## src/rtl/aabb_platform_collision_resolver_top_defines.svh

```systemverilog
// assertion macros for the platform collision resolver
// expects clk and arst_n in the scope of every use
`ifndef AABB_PLATFORM_COLLISION_RESOLVER_TOP_DEFINES_SVH
`define AABB_PLATFORM_COLLISION_RESOLVER_TOP_DEFINES_SVH
`ifndef SYNTHESIS
`define APCR_ASSERT_IMP(lbl, ante, cons) \
	lbl: assert property (@(posedge clk) disable iff (!arst_n) (ante) |-> (cons)) \
		else $error("apcr assertion failed");
`define APCR_ASSERT_NXT(lbl, ante, cons) \
	lbl: assert property (@(posedge clk) disable iff (!arst_n) (ante) |=> (cons)) \
		else $error("apcr assertion failed");
`else
`define APCR_ASSERT_IMP(lbl, ante, cons)
`define APCR_ASSERT_NXT(lbl, ante, cons)
`endif
`endif

```

## src/rtl/apcr_pkg.sv

```systemverilog
// shared types and constants of the platform collision resolver
// no dependencies
`default_nettype none
package apcr_pkg;
	localparam int DEF_MAX_PLATFORMS = 64;
	localparam int IDX_W = 6;
	localparam int SLOTS = 2 ** IDX_W;
	localparam int POS_W = 20;
	localparam int SIZE_W = 19;
	localparam int COR_W = 21;

	localparam logic OP_WRITE = 1'b0;
	localparam logic OP_QUERY = 1'b1;

	typedef enum logic [2:0] {
		ST_IDLE,
		ST_SCAN,
		ST_DIFF,
		ST_OVL,
		ST_RSLT,
		ST_OUT
	} state_t;

	typedef struct packed {
		logic signed [POS_W-1:0] left;
		logic signed [POS_W-1:0] top;
		logic [SIZE_W-1:0] width;
		logic [SIZE_W-1:0] height;
	} geo_t;

	typedef struct packed {
		logic wr;
		logic start_query;
		logic scan;
		logic take_hit;
		logic calc_diff;
		logic calc_ov;
		logic calc_res;
		logic clr_res;
		logic load_out;
	} cmd_t;

	typedef struct packed {
		logic hit_s1;
		logic end_s1;
		logic out_free;
	} sts_t;
endpackage
`default_nettype wire

```

## src/rtl/apcr_ctrl.sv

```systemverilog
// sequencer of the platform collision resolver: accept, scan, arithmetic, output
// depends on apcr_pkg and the assertion macro header
`default_nettype none
`include "aabb_platform_collision_resolver_top_defines.svh"
module apcr_ctrl (
	input  wire logic clk,
	input  wire logic arst_n,
	input  wire logic in_valid,
	output logic in_stall,
	input  wire logic op,
	input  wire apcr_pkg::sts_t sts,
	output apcr_pkg::cmd_t cmd
);
	apcr_pkg::state_t state_q, state_d;
	logic accept;

	assign accept = in_valid && (state_q == apcr_pkg::ST_IDLE);

	always_ff @(posedge clk or negedge arst_n) begin
		if (!arst_n) begin
			state_q <= apcr_pkg::ST_IDLE;
		end else begin
			state_q <= state_d;
		end
	end

	always_comb begin
		state_d = state_q;
		unique case (state_q)
			apcr_pkg::ST_IDLE: begin
				if (accept) begin
					state_d = (op == apcr_pkg::OP_QUERY) ? apcr_pkg::ST_SCAN : apcr_pkg::ST_OUT;
				end
			end
			apcr_pkg::ST_SCAN: begin
				priority if (sts.hit_s1) begin
					state_d = apcr_pkg::ST_DIFF;
				end else if (sts.end_s1) begin
					state_d = apcr_pkg::ST_OUT;
				end
			end
			apcr_pkg::ST_DIFF: state_d = apcr_pkg::ST_OVL;
			apcr_pkg::ST_OVL: state_d = apcr_pkg::ST_RSLT;
			apcr_pkg::ST_RSLT: state_d = apcr_pkg::ST_OUT;
			apcr_pkg::ST_OUT: begin
				if (sts.out_free) begin
					state_d = apcr_pkg::ST_IDLE;
				end
			end
			default: state_d = apcr_pkg::ST_IDLE;
		endcase
	end

	always_comb begin
		cmd = '0;
		in_stall = 1'b1;
		unique case (state_q)
			apcr_pkg::ST_IDLE: begin
				in_stall = 1'b0;
				cmd.wr = accept && (op == apcr_pkg::OP_WRITE);
				cmd.clr_res = accept && (op == apcr_pkg::OP_WRITE);
				cmd.start_query = accept && (op == apcr_pkg::OP_QUERY);
			end
			apcr_pkg::ST_SCAN: begin
				cmd.scan = 1'b1;
				cmd.take_hit = sts.hit_s1;
				cmd.clr_res = !sts.hit_s1 && sts.end_s1;
			end
			apcr_pkg::ST_DIFF: cmd.calc_diff = 1'b1;
			apcr_pkg::ST_OVL: cmd.calc_ov = 1'b1;
			apcr_pkg::ST_RSLT: cmd.calc_res = 1'b1;
			apcr_pkg::ST_OUT: cmd.load_out = sts.out_free;
			default: cmd = '0;
		endcase
	end

	`APCR_ASSERT_IMP(a_load_when_free, cmd.load_out, sts.out_free)
	`APCR_ASSERT_NXT(a_hit_ends_scan, cmd.take_hit, state_q == apcr_pkg::ST_DIFF)
	`APCR_ASSERT_NXT(a_accept_leaves_idle, accept, state_q != apcr_pkg::ST_IDLE)
endmodule
`default_nettype wire

```

## config.mk

```make
export PLATFORM = sky130hd
export DESIGN_NAME = apcr_ctrl
export DESIGN_NICKNAME = d
export VERILOG_FILES = /design/src/rtl/apcr_pkg.sv /design/src/rtl/apcr_ctrl.sv
export VERILOG_INCLUDE_DIRS = /design/src /design/src/rtl
export SDC_FILE = /design/constraint.sdc
export NUM_CORES = 1
export LEC_CHECK = 0
export ABC_CLOCK_PERIOD_IN_PS = 1130
export BUFFER_PORTS_ARGS = -buffer_cell sky130_fd_sc_hd__buf_2
export CORE_AREA = 2 2 39 41
export CTS_CLUSTER_DIAMETER = 120
export DETAILED_ROUTE_END_ITERATION = 12
export DIE_AREA = 0 0 41 43
export PLACE_DENSITY_LB_ADDON = 0.3
export REMOVE_ABC_BUFFERS = 1
export SYNTH_ARGS = -nofsm -noshare
export SYNTH_HDL_FRONTEND = slang
export SYNTH_SLANG_ARGS = --single-unit
```

## constraint.sdc

```tcl
create_clock -name clk -period 1.13 [get_ports clk]
set_clock_uncertainty 0.15 [all_clocks]
set_input_delay 0.113 -clock clk [delete_from_list [all_inputs] [get_ports clk]]
set_output_delay 0.113 -clock clk [all_outputs]
set_load 0.01 [all_outputs]
```

# [Word level (Yosys, flattened, before mapping)]
# Cells that the tools add are included.
[op_classes] n_bitwise=1 shift=0 addsub=0 multipliers=0 eq_ne=8 n_reduce_logical=7 div_mod_pow=0 muxes=14 magnitude_cmp=0
[op_table] operator="$pmux W3 S6" count=1
[op_table] operator="$mux W3" count=5
[op_table] operator="$eq A3 B2 Y1 const B" count=2
[op_table] operator="$eq A3 B3 Y1 const B" count=2
[op_table] operator="$mux W1" count=5
[op_table] operator="$logic_and A1 B1 Y1" count=4
[op_table] operator="$mux W2" count=2
[op_table] operator="$ne A2 B2 Y1 const B" count=2
[op_table] operator="$eq A3 B1 Y1 const B" count=1
[op_table] operator="$logic_not A3 Y1" count=1
[op_table] operator="$ne A3 B3 Y1 const B" count=1
[op_table] operator="$reduce_and A3 Y1" count=1
[op_table] operator="$pmux W1 S2" count=1
[op_table] operator="$logic_not A1 Y1" count=1
[op_table] operator="$not A1 Y1" count=1
[totals] rom_bits=0 n_memories=0 regBits=3 latchBits=0 ramBits=0 elab_cells=31

# [Logic depth before layout (Yosys ltp)]
[depth] depth_word=4 mapped_depth=4 ltp_nobuf=3

# [Worst setup path after synthesis]
# No wires, ideal clock.
[synth_path] path_type="flip-flop to output port" from="register state_q[2]" to="output port cmd[8] (netlist name)" path_stages_with_launch=3 required_time_ns=0.867 arrival_ns=0.992 slack_ns=-0.125 path_buffers=0 path_cell_list="dfrtp_1 or3_4 nor2b_2"
[synth_lines] item="start, declared" line="apcr_ctrl.sv:14" text="apcr_pkg::state_t state_q, state_d;"
[synth_lines] item="start signal, assigned" line="apcr_ctrl.sv:21" text="state_q <= apcr_pkg::ST_IDLE;"
[synth_lines] item="start signal, assigned" line="apcr_ctrl.sv:23" text="state_q <= state_d;"
[synth_lines] item="end, declared" line="apcr_ctrl.sv:12" text="output apcr_pkg::cmd_t cmd"

==> metrics.md <==
| Metric | Value |
|---|---|
| Status | `finished with violations` |
| Failing checks | `negative setup slack` |
| Synth warnings | `0` |
| Initial antenna violation count | `0` |
| Share of post-route cells with drive strength above 1 | `between 60% and 70%` |
| RSZ-0062 raised after global routing | `yes` |
| Detailed-route wire length per cell | `just under 10 um` |
| Grt total ovfl | `0` |
| MaxCap Viol Count | `0` |
| Worst r2r src | `state_q[0]$_DFFE_PN0P_` |
| Die ar. | `approximately 1800 um^2` |
| P&R area growth vs syn | `82.8%` |
| First-pass GRT wire length | `1180 um` |
| Layout Nets | `between 60 and 70` |
| H-Tree Depth | `1` |
| Mux cell area share after synthesis | `7.69%` |
| Synth Area in XOR/XNOR | `0%` |
| Worst-path cell chain | `or3_4 -> nor2b_2 -> buf_2` |
| Post-synth cell types | `20` |
| Synth Area in Adders | `0%` |
| Number of flip-flops under the largest register name | `3` |
| Post-Syn Area per Cell | `8.64 um^2` |
| Via density | `around 4.4` |
| Tot Pwr | `~1400 uW` |
| Setup CP Type | `reg2out` |
| Rows | `14` |
| R2r endpoint | `state_q[2]$_DFFE_PN0P_` |
| Setup crit end kind | `primary output` |
| Largest regs | `state_q: 3 flops` |
| # placed instances | `66` |
| Root Buffer | `clkbuf_4` |
| CTS tree | `yes` |
| Slew Viols, Final | `0` |
| Ant diodes | `0` |
| Fin. Hold Viols | `0` |
| Post-synthesis cell count | `32` |
| Setup TNS | `-3.34 ns` |
| CTS Sinks | `3` |
| WP buf/inv | `1` |
| R2R setup slack | `-0.24 ns` |
| Filler-free cell count of the finished design | `76` |
| R2R depth | `6` |
| Rel. slew slack | `between 80 and 90%` |
| Design area | `about 510 um^2` |
| Synthesized-area fraction occupied by and/or/nand/nor cells | `a little under two fifths` |
| GP Congestion | `just under 0.7` |
| Longest Clk Path Bufs | `2` |
| Drt first pass iters | `2` |
| Y dimension of the die | `43 um` |
| Die width | `41 um` |
| Critical path fanouts, max | `3` |
| Residual DRC | `0` |
| Power Dens Cells | `about 2800 nW/um^2` |
| Sequential fraction of the synthesis area | `roughly 27%` |
| Core area | `~1400 um^2` |
| Fin worst setup slack | `-0.365 ns` |
| Leakage Power | `roughly 0.00026 uW` |
| Period utilization | `132%` |
| Largest net degree at the start of global routing | `14` |
| Worst VDD drop | `1.06 mV` |
| Total wire length | `756 um` |
| Crit path time final | `1.50 ns` |
| Num CTS Buffers | `3` |
| Vias in the first global route | `around 290` |
| Main combinational cell family by area after synthesis | `simple AND/OR/NAND/NOR gates` |
| Cell area after synthesis | `277 um^2` |
| CP Launch Type | `flip-flop` |
| Slew @ Worst Pin | `0.242 ns` |
| CP peak stage delay | `0.40 ns` |
| Final Util | `approximately 37%` |
| GRT Overall Usage | `roughly 11%` |
| Clock Latency Late Sink | `roughly 0.23 ns` |
| Clock-pin slew on the worst setup and hold paths | `approximately 0.040 ns` |
| Initial DRC count | `2` |
| CP max-delay cell | `or3_4` |
| CP delay by family, top | `simple AND/OR/NAND/NOR gates` |
| HPWL after DPL | `530 um` |
| # port buffers | `16` |
| Setup violators final | `13` |
| Hold Path Class | `in2async` |
| DP Area | `403 um^2` |
| Post-DRT Antenna Nets | `0` |
| Max Clock Freq | `669 MHz` |
| Most frequent cells in the layout | `16 x buf_2, 7 x buf_4, 4 x nor3_1, 3 x clkbuf_4, 3 x dfrtp_1` |
| Io pins | `17` |
| Initial Util | `between 10% and 20%` |
| Most common cell after layout, fill and taps aside | `buf_2` |
| Vias post-DR | `approximately 330` |
| Register bit total from synthesis | `3` |
| Most flop-heavy register | `state_q` |
| Fillers | `152` |
| CP Depth | `3` |
| CP Data Arrival Time | `between 1 and 1.5 ns` |
| Worst endpoint required time | `about 0.87 ns` |
| Compound-Gate Fraction of Synth Area | `about a fifth` |
layout make-up:
class | count | area, um^2 | area share, %
timing repair buffer | 26 | 174 | 34.4
inverter | 2 | 12.5 | 2.48
tap | 16 | 20.0 | 3.96
clock buffer | 4 | 26.3 | 5.20
multi-input combinational | 25 | 198 | 39.1
sequential | 3 | 75.1 | 14.9
power breakdown:
group / total, uW / switching, uW / internal, uW
Combinational: 1030 / 491 / 537
Sequential: 197 / 36.3 / 161
Clock: 192 / 59.1 / 133
through the flow:
stage,hold slack [ns],setup slack (ns)
CTS,0.0465,-0.370
detailed placement,-0.237,-0.126
global route,0.0862,-0.395
floorplan,-0.333,-0.222
global placement,-0.238,-0.114
finish,0.0513,-0.365
Yosys cell counts:
| cell type | instances | area share [%] |
|---|---|---|
| inv_2 | 1 | 1.4 |
| nor2b_1 | 2 | 4.5 |
| nand2_1 | 3 | 4.1 |
| a21oi_2 | 1 | 3.2 |
| a221oi_2 | 2 | 11 |
| and3_1 | 2 | 4.5 |
| nor2_2 | 2 | 4.5 |
| or3_4 | 1 | 4.1 |
| buf_6 | 1 | 4.1 |
| nor2_1 | 1 | 1.4 |
| o22ai_1 | 1 | 2.3 |
| buf_2 | 1 | 1.8 |
| dfrtp_1 | 3 | 27 |
| nor2b_2 | 1 | 3.2 |
| inv_1 | 1 | 1.4 |
| o31ai_1 | 1 | 2.7 |
| mux2i_1 | 1 | 3.6 |
| nand2b_1 | 1 | 2.3 |
| nor3_1 | 5 | 9.0 |
| mux2_2 | 1 | 4.1 |
worst register-to-register path: cells and delay by family, from the launching register on:
kind	cells	cell delay, ns
flops	1	0.40
compound gates	2	0.28
simple gates	1	0.06
buf+inv	3	0.40
routing by layer:
layer | vias to the layer above | routed length (um) | part of all wire [%] | global-route usage, %
li1 | 169 | - | - | -
met2 | 15 | 374 | 49 | 16.9
met5 | - | 0 | 0 | 0
met3 | 4 | 42 | 5.6 | 1.57
met4 | 0 | 42 | 5.6 | 14.0
met1 | 145 | 296 | 39 | 10.1
worst max path at each step:
stage	from	slack, ns	end
after floorplan	state_q[1]$_DFFE_PN0P_	-0.22	cmd[8]
after global placement	state_q[1]$_DFFE_PN0P_	-0.11	state_q[0]$_DFFE_PN0P_
after detailed placement	state_q[1]$_DFFE_PN0P_	-0.13	state_q[0]$_DFFE_PN0P_
after CTS	state_q[2]$_DFFE_PN0P_	-0.37	cmd[8]
after global routing	state_q[2]$_DFFE_PN0P_	-0.40	cmd[8]
final	state_q[2]$_DFFE_PN0P_	-0.37	cmd[8]
timing repair:
item / 4_1_cts / 5_1_grt
gates resized for setup: 6 / 2
endpoints found under the hold margin: 3 / 0
setup buffers: 2 / 3
pin swaps: 1 / 0
endpoints found under the setup margin: 13 / 13
hold buffers: 1 / 0
cells by family after synthesis:
family	count (synthesis)
mux	2
compound gates	5
simple gates	18
buf+inv	4
flops	3
(Power assumes the default switching activity.)
